===== src/rtl/vssd_pkg.sv =====
`timescale 1ns / 1ps

package vssd_pkg;

    // Field widths fixed by the sample and result formats
    localparam int LEVEL_W = 16;
    localparam int TIME_W  = 32;
    localparam int RUN_W   = 8;
    localparam int POST_W  = 16;
    localparam int CFG_W   = 16;
    localparam int CFG_IDX_W = 3;

    // Default sizing
    localparam int DEF_AVG_DEPTH            = 3;
    localparam int DEF_SAG_START_WINDOWS    = 3;
    localparam int DEF_SAG_END_WINDOWS      = 3;
    localparam int DEF_SWELL_START_WINDOWS  = 3;
    localparam int DEF_SWELL_END_WINDOWS    = 3;
    localparam int DEF_CRITICAL_END_WINDOWS = 3;

    // Register reset values
    localparam logic [CFG_W-1:0] RST_SAG_START    = 16'd20700;
    localparam logic [CFG_W-1:0] RST_SAG_END      = 16'd21100;
    localparam logic [CFG_W-1:0] RST_SWELL_START  = 16'd25300;
    localparam logic [CFG_W-1:0] RST_SWELL_END    = 16'd24900;
    localparam logic [CFG_W-1:0] RST_CRIT_LOW     = 16'd11500;
    localparam logic [CFG_W-1:0] RST_CRIT_HIGH    = 16'd27600;
    localparam logic [CFG_W-1:0] RST_POST_POINTS  = 16'd10;

    // Register indexes
    typedef enum logic [CFG_IDX_W-1:0] {
        REG_SAG_START   = 3'd0,
        REG_SAG_END     = 3'd1,
        REG_SWELL_START = 3'd2,
        REG_SWELL_END   = 3'd3,
        REG_CRIT_LOW    = 3'd4,
        REG_CRIT_HIGH   = 3'd5,
        REG_POST_POINTS = 3'd6
    } cfg_index_t;

    // Event kinds
    typedef enum logic [1:0] {
        KIND_SAG      = 2'd0,
        KIND_SWELL    = 2'd1,
        KIND_CRITICAL = 2'd2
    } kind_t;

    typedef struct packed {
        logic [LEVEL_W-1:0] level;
        logic               no_signal;
        logic [TIME_W-1:0]  time_ms;
    } sample_t;

    typedef struct packed {
        logic               event_active;
        logic [1:0]         event_kind;
        logic               event_started;
        logic               event_done;
        logic [TIME_W-1:0]  start_time;
        logic [TIME_W-1:0]  end_time;
        logic [LEVEL_W-1:0] min_level;
        logic [LEVEL_W-1:0] max_level;
    } result_t;

endpackage


===== src/rtl/vssd_stream_if.sv =====
`timescale 1ns / 1ps

// valid/ready channel carrying one request payload
interface vssd_stream_if #(
    parameter type T = logic
);
    logic valid;
    logic ready;
    T     payload;

    modport source (output valid, output payload, input ready);
    modport sink   (input valid, input payload, output ready);
endinterface


===== src/rtl/voltage_sag_swell_event_detector.sv =====
`timescale 1ns / 1ps

// Voltage sag / swell / critical event detector.
// sample channel: one RMS level (0.01 V), a no-signal flag and a ms timestamp
//   per request. result channel: one result request for every sample.
// cfg port: cfg_we writes cfg_data[15:0] to register cfg_index (0..6) at the
//   clock edge; other indexes are ignored. Write only while the block is idle.
// Throughput: one sample per cycle while the result buffer is not full. The whole update (history mean compares,
//   run counters, event tracking) is a single registered pass from the
//   history/state registers into a two-entry result buffer.
// The result is registered into the buffer when its sample is accepted and is shown once earlier results are taken.
// Stall: the result buffer holds two results; sample.ready stays high while a
//   result waits and drops only when both entries are full.
// Reset: registers return to their defaults, history and all event state
//   clear, the result buffer empties.
module voltage_sag_swell_event_detector #(
    parameter int AVG_DEPTH            = vssd_pkg::DEF_AVG_DEPTH,
    parameter int SAG_START_WINDOWS    = vssd_pkg::DEF_SAG_START_WINDOWS,
    parameter int SAG_END_WINDOWS      = vssd_pkg::DEF_SAG_END_WINDOWS,
    parameter int SWELL_START_WINDOWS  = vssd_pkg::DEF_SWELL_START_WINDOWS,
    parameter int SWELL_END_WINDOWS    = vssd_pkg::DEF_SWELL_END_WINDOWS,
    parameter int CRITICAL_END_WINDOWS = vssd_pkg::DEF_CRITICAL_END_WINDOWS
) (
    input  logic                           clk,
    input  logic                           rst_n,
    input  logic                           cfg_we,
    input  logic [vssd_pkg::CFG_IDX_W-1:0] cfg_index,
    input  logic [vssd_pkg::CFG_W-1:0]     cfg_data,
    vssd_stream_if.sink                    sample,
    vssd_stream_if.source                  result
);

    localparam int CNT_W = $clog2(AVG_DEPTH + 1);
    localparam int SUM_W = vssd_pkg::LEVEL_W + CNT_W;
    localparam int LW    = vssd_pkg::LEVEL_W;
    localparam int TW    = vssd_pkg::TIME_W;
    localparam int RW    = vssd_pkg::RUN_W;
    localparam int PW    = vssd_pkg::POST_W;

    localparam logic [RW-1:0] SAG_START_N  = RW'(SAG_START_WINDOWS);
    localparam logic [RW-1:0] SAG_END_N    = RW'(SAG_END_WINDOWS);
    localparam logic [RW-1:0] SWELL_START_N = RW'(SWELL_START_WINDOWS);
    localparam logic [RW-1:0] SWELL_END_N  = RW'(SWELL_END_WINDOWS);
    localparam logic [RW-1:0] CRIT_END_N   = RW'(CRITICAL_END_WINDOWS);
    localparam logic [RW-1:0] RUN_MAX      = {RW{1'b1}};
    localparam logic [PW-1:0] POST_MAX     = {PW{1'b1}};

    // count * threshold, exact
    function automatic logic [SUM_W-1:0] scale(input logic [CNT_W-1:0] cnt,
                                               input logic [LW-1:0] thr);
        return SUM_W'(cnt) * SUM_W'(thr);
    endfunction

    function automatic logic [RW-1:0] bump8(input logic [RW-1:0] c);
        return (c != RUN_MAX) ? c + RW'(1) : RUN_MAX;
    endfunction

    // Configuration registers
    logic [LW-1:0] sag_start_reg, sag_end_reg, swell_start_reg, swell_end_reg;
    logic [LW-1:0] crit_low_reg, crit_high_reg;
    logic [PW-1:0] post_points_reg;

    always_ff @(posedge clk or negedge rst_n)
    begin
        if (!rst_n)
        begin
            sag_start_reg   <= vssd_pkg::RST_SAG_START;
            sag_end_reg     <= vssd_pkg::RST_SAG_END;
            swell_start_reg <= vssd_pkg::RST_SWELL_START;
            swell_end_reg   <= vssd_pkg::RST_SWELL_END;
            crit_low_reg    <= vssd_pkg::RST_CRIT_LOW;
            crit_high_reg   <= vssd_pkg::RST_CRIT_HIGH;
            post_points_reg <= vssd_pkg::RST_POST_POINTS;
        end
        else if (cfg_we)
        begin
            unique case (cfg_index)
                vssd_pkg::REG_SAG_START:   sag_start_reg   <= cfg_data;
                vssd_pkg::REG_SAG_END:     sag_end_reg     <= cfg_data;
                vssd_pkg::REG_SWELL_START: swell_start_reg <= cfg_data;
                vssd_pkg::REG_SWELL_END:   swell_end_reg   <= cfg_data;
                vssd_pkg::REG_CRIT_LOW:    crit_low_reg    <= cfg_data;
                vssd_pkg::REG_CRIT_HIGH:   crit_high_reg   <= cfg_data;
                vssd_pkg::REG_POST_POINTS: post_points_reg <= cfg_data;
                default: ;
            endcase
        end
    end

    // State
    logic [LW-1:0]   hist_lvl_reg    [AVG_DEPTH];
    logic            hist_inval_reg  [AVG_DEPTH];
    logic            hist_fill_reg   [AVG_DEPTH];
    logic [LW-1:0]   hist_lvl_next   [AVG_DEPTH];
    logic            hist_inval_next [AVG_DEPTH];
    logic            hist_fill_next  [AVG_DEPTH];

    logic            active_flag_reg, active_flag_next;
    logic            post_flag_reg, post_flag_next;
    vssd_pkg::kind_t active_kind_reg, active_kind_next;
    logic [RW-1:0]   sag_run_reg, sag_run_next;
    logic [RW-1:0]   swell_run_reg, swell_run_next;
    logic [RW-1:0]   end_run_reg, end_run_next;
    logic [PW-1:0]   post_run_reg, post_run_next;
    logic [TW-1:0]   ev_start_reg, ev_start_next;
    logic [TW-1:0]   ev_end_reg, ev_end_next;
    logic [LW-1:0]   ev_min_reg, ev_min_next;
    logic [LW-1:0]   ev_max_reg, ev_max_next;

    vssd_pkg::sample_t s;
    vssd_pkg::result_t res_next;
    logic              push, pop;

    assign s    = sample.payload;
    assign push = sample.valid && sample.ready;
    assign pop  = result.valid && result.ready;

    // History after shifting in the current sample
    always_comb
    begin
        hist_lvl_next[0]   = s.level;
        hist_inval_next[0] = s.no_signal;
        hist_fill_next[0]  = 1'b1;
        for (int i = 1; i < AVG_DEPTH; i++)
        begin
            hist_lvl_next[i]   = hist_lvl_reg[i-1];
            hist_inval_next[i] = hist_inval_reg[i-1];
            hist_fill_next[i]  = hist_fill_reg[i-1];
        end
    end

    // Sum and count of valid history entries
    logic [SUM_W-1:0] det_sum;
    logic [CNT_W-1:0] det_cnt;

    always_comb
    begin
        det_sum = '0;
        det_cnt = '0;
        for (int i = 0; i < AVG_DEPTH; i++)
        begin
            if (hist_fill_next[i] && !hist_inval_next[i])
            begin
                det_sum = det_sum + SUM_W'(hist_lvl_next[i]);
                det_cnt = det_cnt + CNT_W'(1);
            end
        end
    end

    // Exact threshold compares
    logic below_sag_start, above_sag_end, above_swell_start, below_swell_end;
    logic below_crit_low, above_crit_low, below_crit_high, above_crit_high;

    always_comb
    begin
        below_sag_start   = det_sum < scale(det_cnt, sag_start_reg);
        above_sag_end     = det_sum > scale(det_cnt, sag_end_reg);
        above_swell_start = det_sum > scale(det_cnt, swell_start_reg);
        below_swell_end   = det_sum < scale(det_cnt, swell_end_reg);
        below_crit_low    = det_sum < scale(det_cnt, crit_low_reg);
        above_crit_low    = det_sum > scale(det_cnt, crit_low_reg);
        below_crit_high   = det_sum < scale(det_cnt, crit_high_reg);
        above_crit_high   = det_sum > scale(det_cnt, crit_high_reg);
    end

    // Event tracking for one sample
    logic            started, done;
    logic            cond, met;
    logic [RW-1:0]   need;
    logic [RW-1:0]   sag_bump, swell_bump;
    logic [PW-1:0]   post_base;

    always_comb
    begin
        active_flag_next = active_flag_reg;
        post_flag_next   = post_flag_reg;
        active_kind_next = active_kind_reg;
        sag_run_next     = sag_run_reg;
        swell_run_next   = swell_run_reg;
        end_run_next     = end_run_reg;
        post_run_next    = post_run_reg;
        ev_start_next    = ev_start_reg;
        ev_end_next      = ev_end_reg;
        ev_min_next      = ev_min_reg;
        ev_max_next      = ev_max_reg;
        started          = 1'b0;
        done             = 1'b0;
        cond             = 1'b0;
        met              = 1'b0;
        need             = CRIT_END_N;
        post_base        = post_run_reg;
        sag_bump         = below_sag_start ? bump8(sag_run_reg) : '0;
        swell_bump       = above_swell_start ? bump8(swell_run_reg) : '0;

        unique case (active_kind_reg)
            vssd_pkg::KIND_SAG:
            begin
                cond = above_sag_end;
                need = SAG_END_N;
            end
            vssd_pkg::KIND_SWELL:
            begin
                cond = below_swell_end;
                need = SWELL_END_N;
            end
            default:
            begin
                cond = above_crit_low && below_crit_high;
                need = CRIT_END_N;
            end
        endcase

        priority if (s.no_signal)
        begin
            // no signal drops the event and all runs
            active_flag_next = 1'b0;
            post_flag_next   = 1'b0;
            sag_run_next     = '0;
            swell_run_next   = '0;
            end_run_next     = '0;
            post_run_next    = '0;
        end
        else if (active_flag_reg)
        begin
            if (s.level < ev_min_reg) ev_min_next = s.level;
            if (s.level > ev_max_reg) ev_max_next = s.level;
            end_run_next = cond ? bump8(end_run_reg) : '0;
            met          = end_run_next >= need;
            if (met && !post_flag_reg)
            begin
                ev_end_next = s.time_ms;
                post_base   = '0;
            end
            post_flag_next = post_flag_reg || met;
            if (post_flag_next)
            begin
                post_run_next = (post_base != POST_MAX) ? post_base + PW'(1) : POST_MAX;
                if (post_run_next >= post_points_reg)
                begin
                    done             = 1'b1;
                    active_flag_next = 1'b0;
                    post_flag_next   = 1'b0;
                end
            end
        end
        else if (below_crit_low || above_crit_high)
        begin
            started          = 1'b1;
            active_kind_next = vssd_pkg::KIND_CRITICAL;
        end
        else
        begin
            sag_run_next   = sag_bump;
            swell_run_next = swell_bump;
            if (sag_bump >= SAG_START_N)
            begin
                started          = 1'b1;
                active_kind_next = vssd_pkg::KIND_SAG;
                sag_run_next     = '0;
            end
            else if (swell_bump >= SWELL_START_N)
            begin
                started          = 1'b1;
                active_kind_next = vssd_pkg::KIND_SWELL;
                swell_run_next   = '0;
            end
        end

        // common event start
        if (started)
        begin
            active_flag_next = 1'b1;
            post_flag_next   = 1'b0;
            end_run_next     = '0;
            post_run_next    = '0;
            ev_start_next    = s.time_ms;
            ev_end_next      = '0;
            ev_min_next      = s.level;
            ev_max_next      = s.level;
        end
    end

    // Result for this sample
    always_comb
    begin
        res_next.event_active  = active_flag_next;
        res_next.event_kind    = active_flag_next ? active_kind_next
                               : (done ? active_kind_reg : 2'd0);
        res_next.event_started = started;
        res_next.event_done    = done;
        res_next.start_time    = done ? ev_start_next : '0;
        res_next.end_time      = done ? ev_end_next : '0;
        res_next.min_level     = done ? ev_min_next : '0;
        res_next.max_level     = done ? ev_max_next : '0;
    end

    // State registers
    always_ff @(posedge clk or negedge rst_n)
    begin
        if (!rst_n)
        begin
            for (int i = 0; i < AVG_DEPTH; i++)
            begin
                hist_lvl_reg[i]   <= '0;
                hist_inval_reg[i] <= 1'b0;
                hist_fill_reg[i]  <= 1'b0;
            end
            active_flag_reg <= 1'b0;
            post_flag_reg   <= 1'b0;
            active_kind_reg <= vssd_pkg::KIND_SAG;
            sag_run_reg     <= '0;
            swell_run_reg   <= '0;
            end_run_reg     <= '0;
            post_run_reg    <= '0;
            ev_start_reg    <= '0;
            ev_end_reg      <= '0;
            ev_min_reg      <= '0;
            ev_max_reg      <= '0;
        end
        else if (push)
        begin
            for (int i = 0; i < AVG_DEPTH; i++)
            begin
                hist_lvl_reg[i]   <= hist_lvl_next[i];
                hist_inval_reg[i] <= hist_inval_next[i];
                hist_fill_reg[i]  <= hist_fill_next[i];
            end
            active_flag_reg <= active_flag_next;
            post_flag_reg   <= post_flag_next;
            active_kind_reg <= active_kind_next;
            sag_run_reg     <= sag_run_next;
            swell_run_reg   <= swell_run_next;
            end_run_reg     <= end_run_next;
            post_run_reg    <= post_run_next;
            ev_start_reg    <= ev_start_next;
            ev_end_reg      <= ev_end_next;
            ev_min_reg      <= ev_min_next;
            ev_max_reg      <= ev_max_next;
        end
    end

    // Two-entry result buffer: head plus skid
    logic [1:0]        count_reg, count_next;
    vssd_pkg::result_t head_reg, head_next;
    vssd_pkg::result_t skid_reg, skid_next;

    assign sample.ready   = (count_reg != 2'd2);
    assign result.valid   = (count_reg != 2'd0);
    assign result.payload = head_reg;

    always_comb
    begin
        count_next = count_reg;
        head_next  = head_reg;
        skid_next  = skid_reg;
        priority if (push && !pop)
        begin
            if (count_reg == 2'd0) head_next = res_next;
            else                   skid_next = res_next;
            count_next = count_reg + 2'd1;
        end
        else if (pop && !push)
        begin
            head_next  = skid_reg;
            count_next = count_reg - 2'd1;
        end
        else if (push && pop)
        begin
            if (count_reg == 2'd1)
            begin
                head_next = res_next;
            end
            else
            begin
                head_next = skid_reg;
                skid_next = res_next;
            end
        end
        else
        begin
            count_next = count_reg;
        end
    end

    always_ff @(posedge clk or negedge rst_n)
    begin
        if (!rst_n)
            count_reg <= 2'd0;
        else
            count_reg <= count_next;
    end

    always_ff @(posedge clk)
    begin
        head_reg <= head_next;
        skid_reg <= skid_next;
    end

    // Checks
    a_post_needs_active: assert property (@(posedge clk) disable iff (!rst_n)
        post_flag_reg |-> active_flag_reg)
        else $error("post phase without active event");

    a_start_done_excl: assert property (@(posedge clk) disable iff (!rst_n)
        push |-> !(res_next.event_started && res_next.event_done))
        else $error("event started and completed on one sample");

    a_done_clears_active: assert property (@(posedge clk) disable iff (!rst_n)
        (push && res_next.event_done) |=> !active_flag_reg && !post_flag_reg)
        else $error("event still active after completion");

    a_no_signal_clears: assert property (@(posedge clk) disable iff (!rst_n)
        (push && s.no_signal) |=> !active_flag_reg && sag_run_reg == '0
                                  && swell_run_reg == '0)
        else $error("no-signal sample left event state");

    a_buffer_depth: assert property (@(posedge clk) disable iff (!rst_n)
        (count_reg == 2'd2 && !result.ready) |=> count_reg == 2'd2)
        else $error("full result buffer lost an entry while stalled");

endmodule

===== src/flat_wrapper.sv =====
// flat-port wrapper written by rule: the top's interface ports become plain ports
module voltage_sag_swell_event_detector_flat 
#(
    parameter int AVG_DEPTH            = vssd_pkg::DEF_AVG_DEPTH,
    parameter int SAG_START_WINDOWS    = vssd_pkg::DEF_SAG_START_WINDOWS,
    parameter int SAG_END_WINDOWS      = vssd_pkg::DEF_SAG_END_WINDOWS,
    parameter int SWELL_START_WINDOWS  = vssd_pkg::DEF_SWELL_START_WINDOWS,
    parameter int SWELL_END_WINDOWS    = vssd_pkg::DEF_SWELL_END_WINDOWS,
    parameter int CRITICAL_END_WINDOWS = vssd_pkg::DEF_CRITICAL_END_WINDOWS
)
  (clk, rst_n, cfg_we, cfg_index, cfg_data, sample_valid, sample_payload, sample_ready, result_valid, result_payload, result_ready);
  vssd_stream_if sample_i ();
  vssd_stream_if result_i ();
  input  logic clk;
  input  logic rst_n;
  input  logic cfg_we;
  input  logic [vssd_pkg::CFG_IDX_W-1:0] cfg_index;
  input  logic [vssd_pkg::CFG_W-1:0] cfg_data;
  input wire logic [$bits(sample_i.valid)-1:0] sample_valid;
  input wire logic [$bits(sample_i.payload)-1:0] sample_payload;
  output wire logic [$bits(sample_i.ready)-1:0] sample_ready;
  output wire logic [$bits(result_i.valid)-1:0] result_valid;
  output wire logic [$bits(result_i.payload)-1:0] result_payload;
  input wire logic [$bits(result_i.ready)-1:0] result_ready;
  assign sample_i.valid = sample_valid;
  assign sample_i.payload = sample_payload;
  assign sample_ready = sample_i.ready;
  assign result_valid = result_i.valid;
  assign result_payload = result_i.payload;
  assign result_i.ready = result_ready;
  voltage_sag_swell_event_detector #(.AVG_DEPTH(AVG_DEPTH), .SAG_START_WINDOWS(SAG_START_WINDOWS), .SAG_END_WINDOWS(SAG_END_WINDOWS), .SWELL_START_WINDOWS(SWELL_START_WINDOWS), .SWELL_END_WINDOWS(SWELL_END_WINDOWS), .CRITICAL_END_WINDOWS(CRITICAL_END_WINDOWS)) u_core (.clk(clk), .rst_n(rst_n), .cfg_we(cfg_we), .cfg_index(cfg_index), .cfg_data(cfg_data), .sample(sample_i), .result(result_i));
endmodule

===== config.mk =====
export PLATFORM = sky130hd
export DESIGN_NAME = voltage_sag_swell_event_detector_flat
export DESIGN_NICKNAME = d
export VERILOG_FILES = /design/src/rtl/vssd_pkg.sv /design/src/rtl/vssd_stream_if.sv /design/src/rtl/voltage_sag_swell_event_detector.sv /design/src/flat_wrapper.sv
export SDC_FILE = /design/constraint.sdc
export NUM_CORES = 1
export LEC_CHECK = 0
export BUFFER_PORTS_ARGS = -buffer_cell sky130_fd_sc_hd__clkbuf_2
export CAP_MARGIN = 20
export CORE_ASPECT_RATIO = 1.1
export CORE_UTILIZATION = 59
export CTS_BUF_LIST = sky130_fd_sc_hd__clkbuf_4
export DETAILED_ROUTE_END_ITERATION = 12
export PLACE_DENSITY = 0.89
export SLEW_MARGIN = 20
export SYNTH_ARGS = -nofsm -noshare
export SYNTH_HDL_FRONTEND = slang
export SYNTH_SLANG_ARGS = --single-unit
export TNS_END_PERCENT = 5

===== constraint.sdc =====
create_clock -name clk -period 7.18 [get_ports clk]
set_clock_uncertainty 0.05 [all_clocks]
set_input_delay 1.436 -clock clk [delete_from_list [all_inputs] [get_ports clk]]
set_output_delay 1.436 -clock clk [all_outputs]
set_load 0.05 [all_outputs]

-- Word-level counts from Yosys, hierarchy flattened
Cells that the tools add are included.
- bits in registers: 178
- latch bits: 0
- bits in writable memories: 0
- ROM bits: 0
- bits of input ports: 25
- output and inout port bits: 3
- logic and storage cells: 152
- memories kept: 0
- add/subtract/negate cells: 7
- multiply operators: 6
- divide/modulo/power cells: 0
- magnitude comparators: 13
- equal/unequal tests: 17
- shift-type cells: 0
- mux-type cells: 54
- bitwise operators: 2
- reduce and logical (&&, ||, !) cells: 33
- operators by type and width (cell ; number):
    $mux W16 ; 9
    $mul A2 B16 Y18 ; 6
    $mux W8 ; 11
    $gt A1 B18 Y1 const A ; 4
    $lt A1 B18 Y1 const A ; 4
    $mux W1 ; 25
    $add A8 B1 Y8 const B ; 3
    $ge A8 B2 Y1 const B ; 3
    $ne A8 B8 Y1 const B ; 3
    $reduce_and A2 Y1 ; 9
    $add A16 B1 Y16 const B ; 1
    $ge A16 B16 Y1 ; 1
    $gt A1 B16 Y1 const A ; 1
    $mux W2 ; 8
    $ne A16 B16 Y1 const B ; 1
    $reduce_bool A2 Y1 ; 5
    $eq A3 B3 Y1 const B ; 3
    $logic_and A1 B1 Y1 ; 7
    $eq A3 B2 Y1 const B ; 2
    $ne A2 B2 Y1 const B ; 3
    $reduce_and A3 Y1 ; 2
    $add A2 B1 Y2 const B ; 2
    $eq A2 B1 Y1 const B ; 2
    $logic_not A2 Y1 ; 2
    other kinds (10) ; 15

-- Logic depth before layout (Yosys ltp)
Gate-level depths: netlist (run 1).
- depth in word-level cells: 23
- depth in mapped cells: 32
- depth with buffers taken out: 30

-- Least setup slack after synthesis (run 1)
OpenSTA, ideal clock, no wires.
- path type: register to register
- start point: register u_core.hist_fill_reg (netlist bit u_core.hist_fill_next[1])
- end point: register u_core.head_reg (netlist bit u_core.result.payload), data pin
- setup time: 260 ps
- arrival: 6360 ps
- required time: 6870 ps
- slack: 511 ps
- cell stages (with the launch flop): 33
- buffers on the path: 3
- period minus slack after synthesis: 6669 ps
- cell sequence: dfrtp_1 > inv_1 > ha_1 > buf_2 > clkbuf_1 > nor2b_1 > ha_1 > buf_2 > a21o_1 > o21bai_2 > o211a_1 > or3_1 > a2111o_1 > nor4_4 > nor2_1 > nor2b_1 > ha_1 > nand3_1 > nor2_1 > nand4_1 > or2_1 > nor2b_1 > inv_1 > ha_1 > a21o_1 > a21o_1 > a21oi_1 > nor2b_1 > o21ai_0 > a21oi_1 > a21oi_1 > a211oi_1 > mux2_2
- RTL lines (item ; line ; text):
    start: declaration ; voltage_sag_swell_event_detector.sv:93 ; logic hist_fill_reg [AVG_DEPTH];
    start signal: indexed assignment ; voltage_sag_swell_event_detector.sv:326 ; hist_fill_reg[i] <= hist_fill_next[i];
    end signal: assignment ; voltage_sag_swell_event_detector.sv:395 ; head_reg <= head_next;
    end: declaration ; voltage_sag_swell_event_detector.sv:344 ; vssd_pkg::result_t head_reg, head_next;

==> results by group, run 1 <==
CTS
  • # hold bufs at CTS: 0
  • CTS buffer count: 9
  • Clk sink count: 107
  • CTS H-tree depth: 3
  • CTS tree: done
  • Root Buffer: clkbuf_4
  • Clk buf depth: 2
  • Clk Latency, worst-skew pair: 0.48 ns
  • Clk slew on worst S/H paths: about 0.15 ns

Power and ir drop
  • Leak: between 4 and 5 nW
  • Sequential share of power: between 20% and 30%
  • Clock share of power: 10.4%
  • P_sw: 1.27 mW
  • VDD IR max: 0.200 mV
  • Net Sw Frac: 45.8%
  • Comb power frac: 59.8%
  • Pint: 1.51 mW
  • PD cells: 305 nW/um^2

Global route
  • Gr usage total: 27.1%
  • GRT overflow: 0
  • Vias in the first global route: 7076
  • First-pass GRT wire length: between 30000 and 40000 um
  • Routing usage on met1: around a third
  • Gr busiest metal: met2
  • M3 GR Usage: 4.31%
  • Initial antenna violation count: 1
  • Met2 usage: a little under half
  • Largest net degree at the start of global routing: 79

Setup path
  • Crit path buffers/inverters: 3
  • R2R Path End: u_core.result.payload
  • Most frequent CP cell: nor2b_1
  • Crit path from: u_core.hist_fill_next[1]
  • Critical Path RT: 7.37 ns
  • CP Launch Type: flip-flop
  • R2r startpoint: u_core.hist_fill_next[1]
  • WS Path Type: reg2reg
  • Delay-heaviest family, CP: compound AO/OA/AOI/OAI gates
  • Worst Setup End Kind: flip-flop
  • R2R setup slack: 0.37 ns
  • CP max stage delay: 0.46 ns
  • Slowest cell on crit path: a2111o_1
  • CP arrival: 7.00 ns
  • R2R cell count: 30
  • Crit Path Max Fanout: 10

Place
  • DP Area: 8940 um^2
  • Port Buffers: 26
  • Place WS: 0.197 ns
  • DP HPWL: between 15000 and 20000 um
  • RD Place Congestion: 0.935

Drt
  • 1st-pass router iterations: 10
  • Initial DRC count: 631
  • Drt wl/cell: 17.3 um
  • Post-Route WL: 20300 um
  • Vias: 7427
  • Post-route ant nets: 0
  • Remaining DRCs: 4
  • Post-DR vias/cell: 6.33

Synthesis
  • Top cell type's share of synthesized area: 23.9%
  • Net Count, Synth: 1071
  • Post-synth EDFFs: 2
  • Post-synthesis sequential area ratio: 31.3%
  • FF+latch count, synth: roughly 110
  • Yosys warning count: 0
  • Synth area leader: dfrtp_1
  • Synthesized cell area: 8680 um^2
  • Cells after Synth: 973
  • Main synth FF type: dfrtp_1
  • Netlist cell types: 85
  • Top-count cell post-synth: nor2b_1
  • Ranking of synthesized cells by area: dfrtp_1 24%, ha_1 10%, mux2_2 8.8%, nor2b_1 7.2%, dfstp_2 6.7%
  • Ys async rst share: between 90% and 100%
  • Avg Synthesized Cell Area: 8.92 um^2
  • Post-synth top cells: 100 x nor2b_1, 83 x dfrtp_1, 70 x ha_1, 68 x mux2_2, 68 x nand2_1

Floorplanning
  • Io pins: 28
  • Rows: 46
  • Die W: around 120 um
  • DIE HEIGHT: 129 um
  • Die area: 15200 um^2
  • Core area: 14400 um^2
  • Initial core utilization: 60.3%

STA
  • Slew @ Worst Pin: roughly 0.94 ns
  • Max_slew headroom: 37.3%
  • Final worst-path cycle share: 94.8%
  • Period minus WS final: 6.81 ns
  • Setup TNS: 0 ns
  • Slew Viols, Final: 0
  • Fin Hold WS: 0.459 ns
  • Final setup margin: 0.374 ns
  • Max Clk Rate: 147 MHz
  • Fin. Hold Viols: 0
  • Final setup fails: 0

Status
  • Failing checks: DRC
  • Status: complete, but fails checks

Worst hold path
  • Hold endpoint: u_core.active_kind_reg[0]
  • Hold depth: 1
  • Worst min path class: reg2reg
  • Min-delay src: u_core.active_kind_reg[0]

Final layout
  • FILL cells: 1177
  • Nets: 1073
  • Final instance area: 9110 um^2
  • Layout cells sized above 1: 17.4%
  • Layout area overhead: 4.94%

Run
  • Max-cap check violation count: 0
-- metal layers --
metal	vias to the layer above	share of wire (%)
met5	-	0
li1	3561	-
met2	217	49
met3	51	4.5
met1	3598	44
met4	0	2.4
-- power by group through the flow --
stage                     clock network (mW)  logic [mW]  registers [mW]
after CTS                              0.295        1.63           0.824
after floorplan                            0        1.31           0.803
after global routing                   0.319        1.84           0.844
final                                  0.290        1.66           0.827
after detailed placement                   0        1.62           0.835
after global placement                     0        1.58           0.830
-- worst register-to-register path, delay by kind of cell, from the launching register on --
family          cells  cell delay [ns]
buf+inv             3             0.30
fa+ha+maj           4             1.24
simple gates       11             2.00
flops               1             0.38
compound gates     11             2.35
mux                 1             0.27
-- layout by cell type (no fill, tap or decap), types with 5 or more instances in the layout --
master,n
nand4_1,12
nand2b_1,7
buf_4,14
xnor2_1,7
dfstp_2,22
and2_1,15
a211oi_1,9
clkbuf_4,11
o21ai_1,6
nor2_1,57
or3_1,8
a21oi_1,58
dfrtp_1,83
nor3_1,21
o22ai_1,5
a32o_1,6
clkbuf_2,25
a21o_1,15
nor4_1,6
nor3b_1,7
ha_1,68
inv_1,55
mux2_2,68
o21a_1,6
o211ai_1,17
o2111ai_1,7
and3_1,11
nand2_1,68
o21ai_0,30
a2111oi_0,5
o31ai_1,9
xor2_1,9
nand3_1,24
nor2b_1,100
a31oi_1,8
-- per-stage QoR --
stage               power, mW  util (%)  cells
global placement         2.41      62.2   1154
global route             3.00      63.3   1173
finish                   2.78      63.3   1174
detailed placement       2.45      62.2   1154
CTS                      2.75      63.0   1170
floorplan                2.11         -    973
-- cells by family (layout without fill, tap and decap cells) --
group | after synthesis | count (layout) | share of synthesized area, %
flops | 107 | 107 | 31.3
xor+xnor | 16 | 16 | 1.61
compound gates | 241 | 241 | 19.6
other cells | 0 | 2 | 0
simple gates | 361 | 361 | 22.7
fa+ha+maj | 73 | 73 | 10.8
buf+inv | 103 | 110 | 4.73
mux | 72 | 72 | 9.28
-- worst max-delay path by stage --
stage,end,slack [ns],depth (start not counted)
final,u_core.result.payload,0.37,30
after global routing,u_core.result.payload,-0.05,30
after CTS,u_core.result.payload,0.16,31
after detailed placement,u_core.result.payload,0.20,31
after global placement,u_core.result.payload,0.42,31
after floorplan,u_core.result.payload,0.51,32
-- area by class of cell --
class                      count  area, um^2  area share (%)
multi-input combinational    763        5600            61.4
sequential                   107        2720            29.8
tap                          192         240            2.64
clock buffer                  11        82.6           0.906
antenna                        2        5.00          0.0549
timing repair buffer          39         230            2.53
inverter                      55         206            2.27
clock inverter                 5        36.3           0.398
-- repair_timing --
item / 4_1_cts / 5_1_grt
endpoints found under the setup margin: 0 / 4
endpoints found under the hold margin: 0 / 0
setup buffers: 0 / 2
resized for setup: 0 / 5
No activity file was read; power rests on OpenSTA's default activity.
==> run 2, diff against run 1 <==
CAP_MARGIN = default   (was 20)
CELL_PAD_IN_SITES_DETAIL_PLACEMENT = 1   (was default)
CELL_PAD_IN_SITES_GLOBAL_PLACEMENT = 1   (was default)
CORE_UTILIZATION = 46   (was 59)
PLACE_DENSITY = 0.76   (was 0.89)
==> results by group, run 2 (same netlist as run 1, synthesis figures left out) <==
Status
  • Status: completed

Setup path
  • CP max stage delay: about 0.46 ns
  • Most frequent CP cell: nor2b_1
  • Slowest cell on crit path: a2111o_1
  • R2R setup slack: 0.45 ns
  • Critical Path RT: 7.40 ns
  • R2r startpoint: u_core.hist_fill_next[0]
  • Worst Setup End Kind: flip-flop
  • R2R cell count: 31
  • WS Path Type: reg2reg
  • CP Launch Type: flip-flop
  • R2R Path End: u_core.result.payload
  • CP arrival: about 7.0 ns
  • Crit Path Max Fanout: 12

Power and ir drop
  • Design Power: 2.84 mW
  • VDD IR max: 0.197 mV
  • Leak: 4.06 nW
  • PD cells: ~310 nW/um^2

Place
  • RD Place Congestion: 0.895
  • Place WS: 0.0907 ns
  • Port Buffers: 26
  • DP HPWL: 17600 um
  • DP Area: 9010 um^2

STA
  • Max_slew headroom: 33.7%
  • Final worst-path cycle share: a little over nine tenths
  • Final setup margin: 0.446 ns
  • Period minus WS final: 6.73 ns
  • Fin. Hold Viols: 0
  • Max Clk Rate: 148 MHz
  • Final setup fails: 0
  • Slew Viols, Final: 0
  • Setup TNS: 0 ns
  • Slew @ Worst Pin: 0.989 ns

CTS
  • Clk buf depth: 2
  • Clk slew on worst S/H paths: approximately 0.17 ns
  • # hold bufs at CTS: 0
  • CTS H-tree depth: 3
  • CTS tree: done
  • CTS buffer count: 9
  • Clk Latency, worst-skew pair: 0.49 ns
  • Root Buffer: clkbuf_4
  • Clk sink count: approximately 110

Floorplanning
  • Initial core utilization: between 40% and 50%
  • Rows: 52
  • Io pins: 28
  • Core area: around 18000 um^2
  • DIE HEIGHT: 146 um
  • Die W: 133 um
  • Die area: 19400 um^2

Final layout
  • FILL cells: roughly 2200
  • Most frequent cells in the layout: 100 x nor2b_1, 83 x dfrtp_1, 68 x nand2_1, 68 x mux2_2, 67 x ha_1
  • Layout area overhead: 6.10%
  • Nets: 1073
  • Final instance area: 9210 um^2
  • Layout cells sized above 1: 17.7%
  • Commonest non-fill, non-tap cell in the layout: nor2b_1

Global route
  • Gr usage total: 24.7%
  • Largest net degree at the start of global routing: between 60 and 70
  • GRT overflow: 0
  • First-pass GRT wire length: 38600 um
  • Vias in the first global route: 7593
  • Initial antenna violation count: 1

Drt
  • Vias: around 7300
  • Post-DR vias/cell: 5.97
  • 1st-pass router iterations: 4
  • Initial DRC count: 237
  • Post-route ant nets: 0
  • Remaining DRCs: 0
  • Drt wl/cell: 18.7 um
  • Post-Route WL: 22900 um

Worst hold path
  • Min-delay src: u_core.active_kind_reg[1]
  • Hold depth: 2
  • Worst min path class: reg2reg
  • Hold endpoint: u_core.active_kind_reg[1]

Run
  • Max-cap check violation count: 0
-- run 2: cell count changes in the layout (fill, tap and decap cells not counted), sizes merged --
| cell | previous run | this run |
|---|---|---|
| clkbuf | 36 | 35 |
| clkinv | 1 | 4 |
| bufinv | 0 | 1 |
| clkinvlp | 1 | 0 |
| diode | 2 | 1 |
| inv | 58 | 56 |
-- run 2: what timing repair did --
action / 4_1_cts / 5_1_grt
endpoints found under the setup margin: 0 / 4
gates resized for setup: 0 / 11
buffers inserted: 0 / 2
-- run 2: area by class of cell --
class                           count  area (um^2)  area share, %
Sequential cell                   107         2720           29.5
Timing Repair Buffer               39          230           2.50
Multi-Input combinational cell    763         5620           61.0
Clock inverter                      6         63.8          0.693
Inverter                           55          206           2.24
Clock buffer                       10         75.1          0.815
Tap cell                          243          304           3.30
Antenna cell                        1         2.50         0.0272
-- run 2: critical path, delay by kind of cell (launching register included) --
kind	cells	cell delay, ns
fa+ha+maj	4	1.14
mux	1	0.27
flops	1	0.40
buf+inv	4	0.52
compound gates	11	2.29
simple gates	11	1.83
-- run 2: worst max path at each step --
stage                             startpoint                     to  slack, ns  depth (start not counted)
floorplan           u_core.hist_fill_next[1]  u_core.result.payload       0.51                         32
global placement    u_core.hist_fill_next[1]  u_core.result.payload       0.15                         30
detailed placement  u_core.hist_fill_next[1]  u_core.result.payload       0.09                         30
CTS                 u_core.hist_fill_next[1]  u_core.result.payload       0.04                         30
global route        u_core.hist_fill_next[1]  u_core.result.payload     -0.004                         31
finish              u_core.hist_fill_next[0]  u_core.result.payload       0.45                         31
-- run 2: routing by layer --
metal	GRT usage, %	vias up	routed length, um
met3	2.50	21	521
met1	32.5	3632	10700
met4	7.47	0	396
li1	-	3558	-
met5	0	-	0
met2	42.5	99	11300
-- run 2: stage by stage --
| stage | instances | hold slack (ns) | utilization [%] |
|---|---|---|---|
| finish | 1224 | 0.454 | 50.0 |
| global route | 1224 | 0.496 | 50.0 |
| CTS | 1221 | 0.458 | 49.7 |
| detailed placement | 1205 | 0.420 | 48.9 |
| global placement | 1205 | 0.403 | 48.9 |
| floorplan | 973 | 0.389 | - |
-- run 2: power breakdown --
group | internal [mW] | switching (mW)
clock | 0.111 | 0.204
sequential | 0.735 | 0.0917
combinational | 0.694 | 1.01
total | 1.54 | 1.30
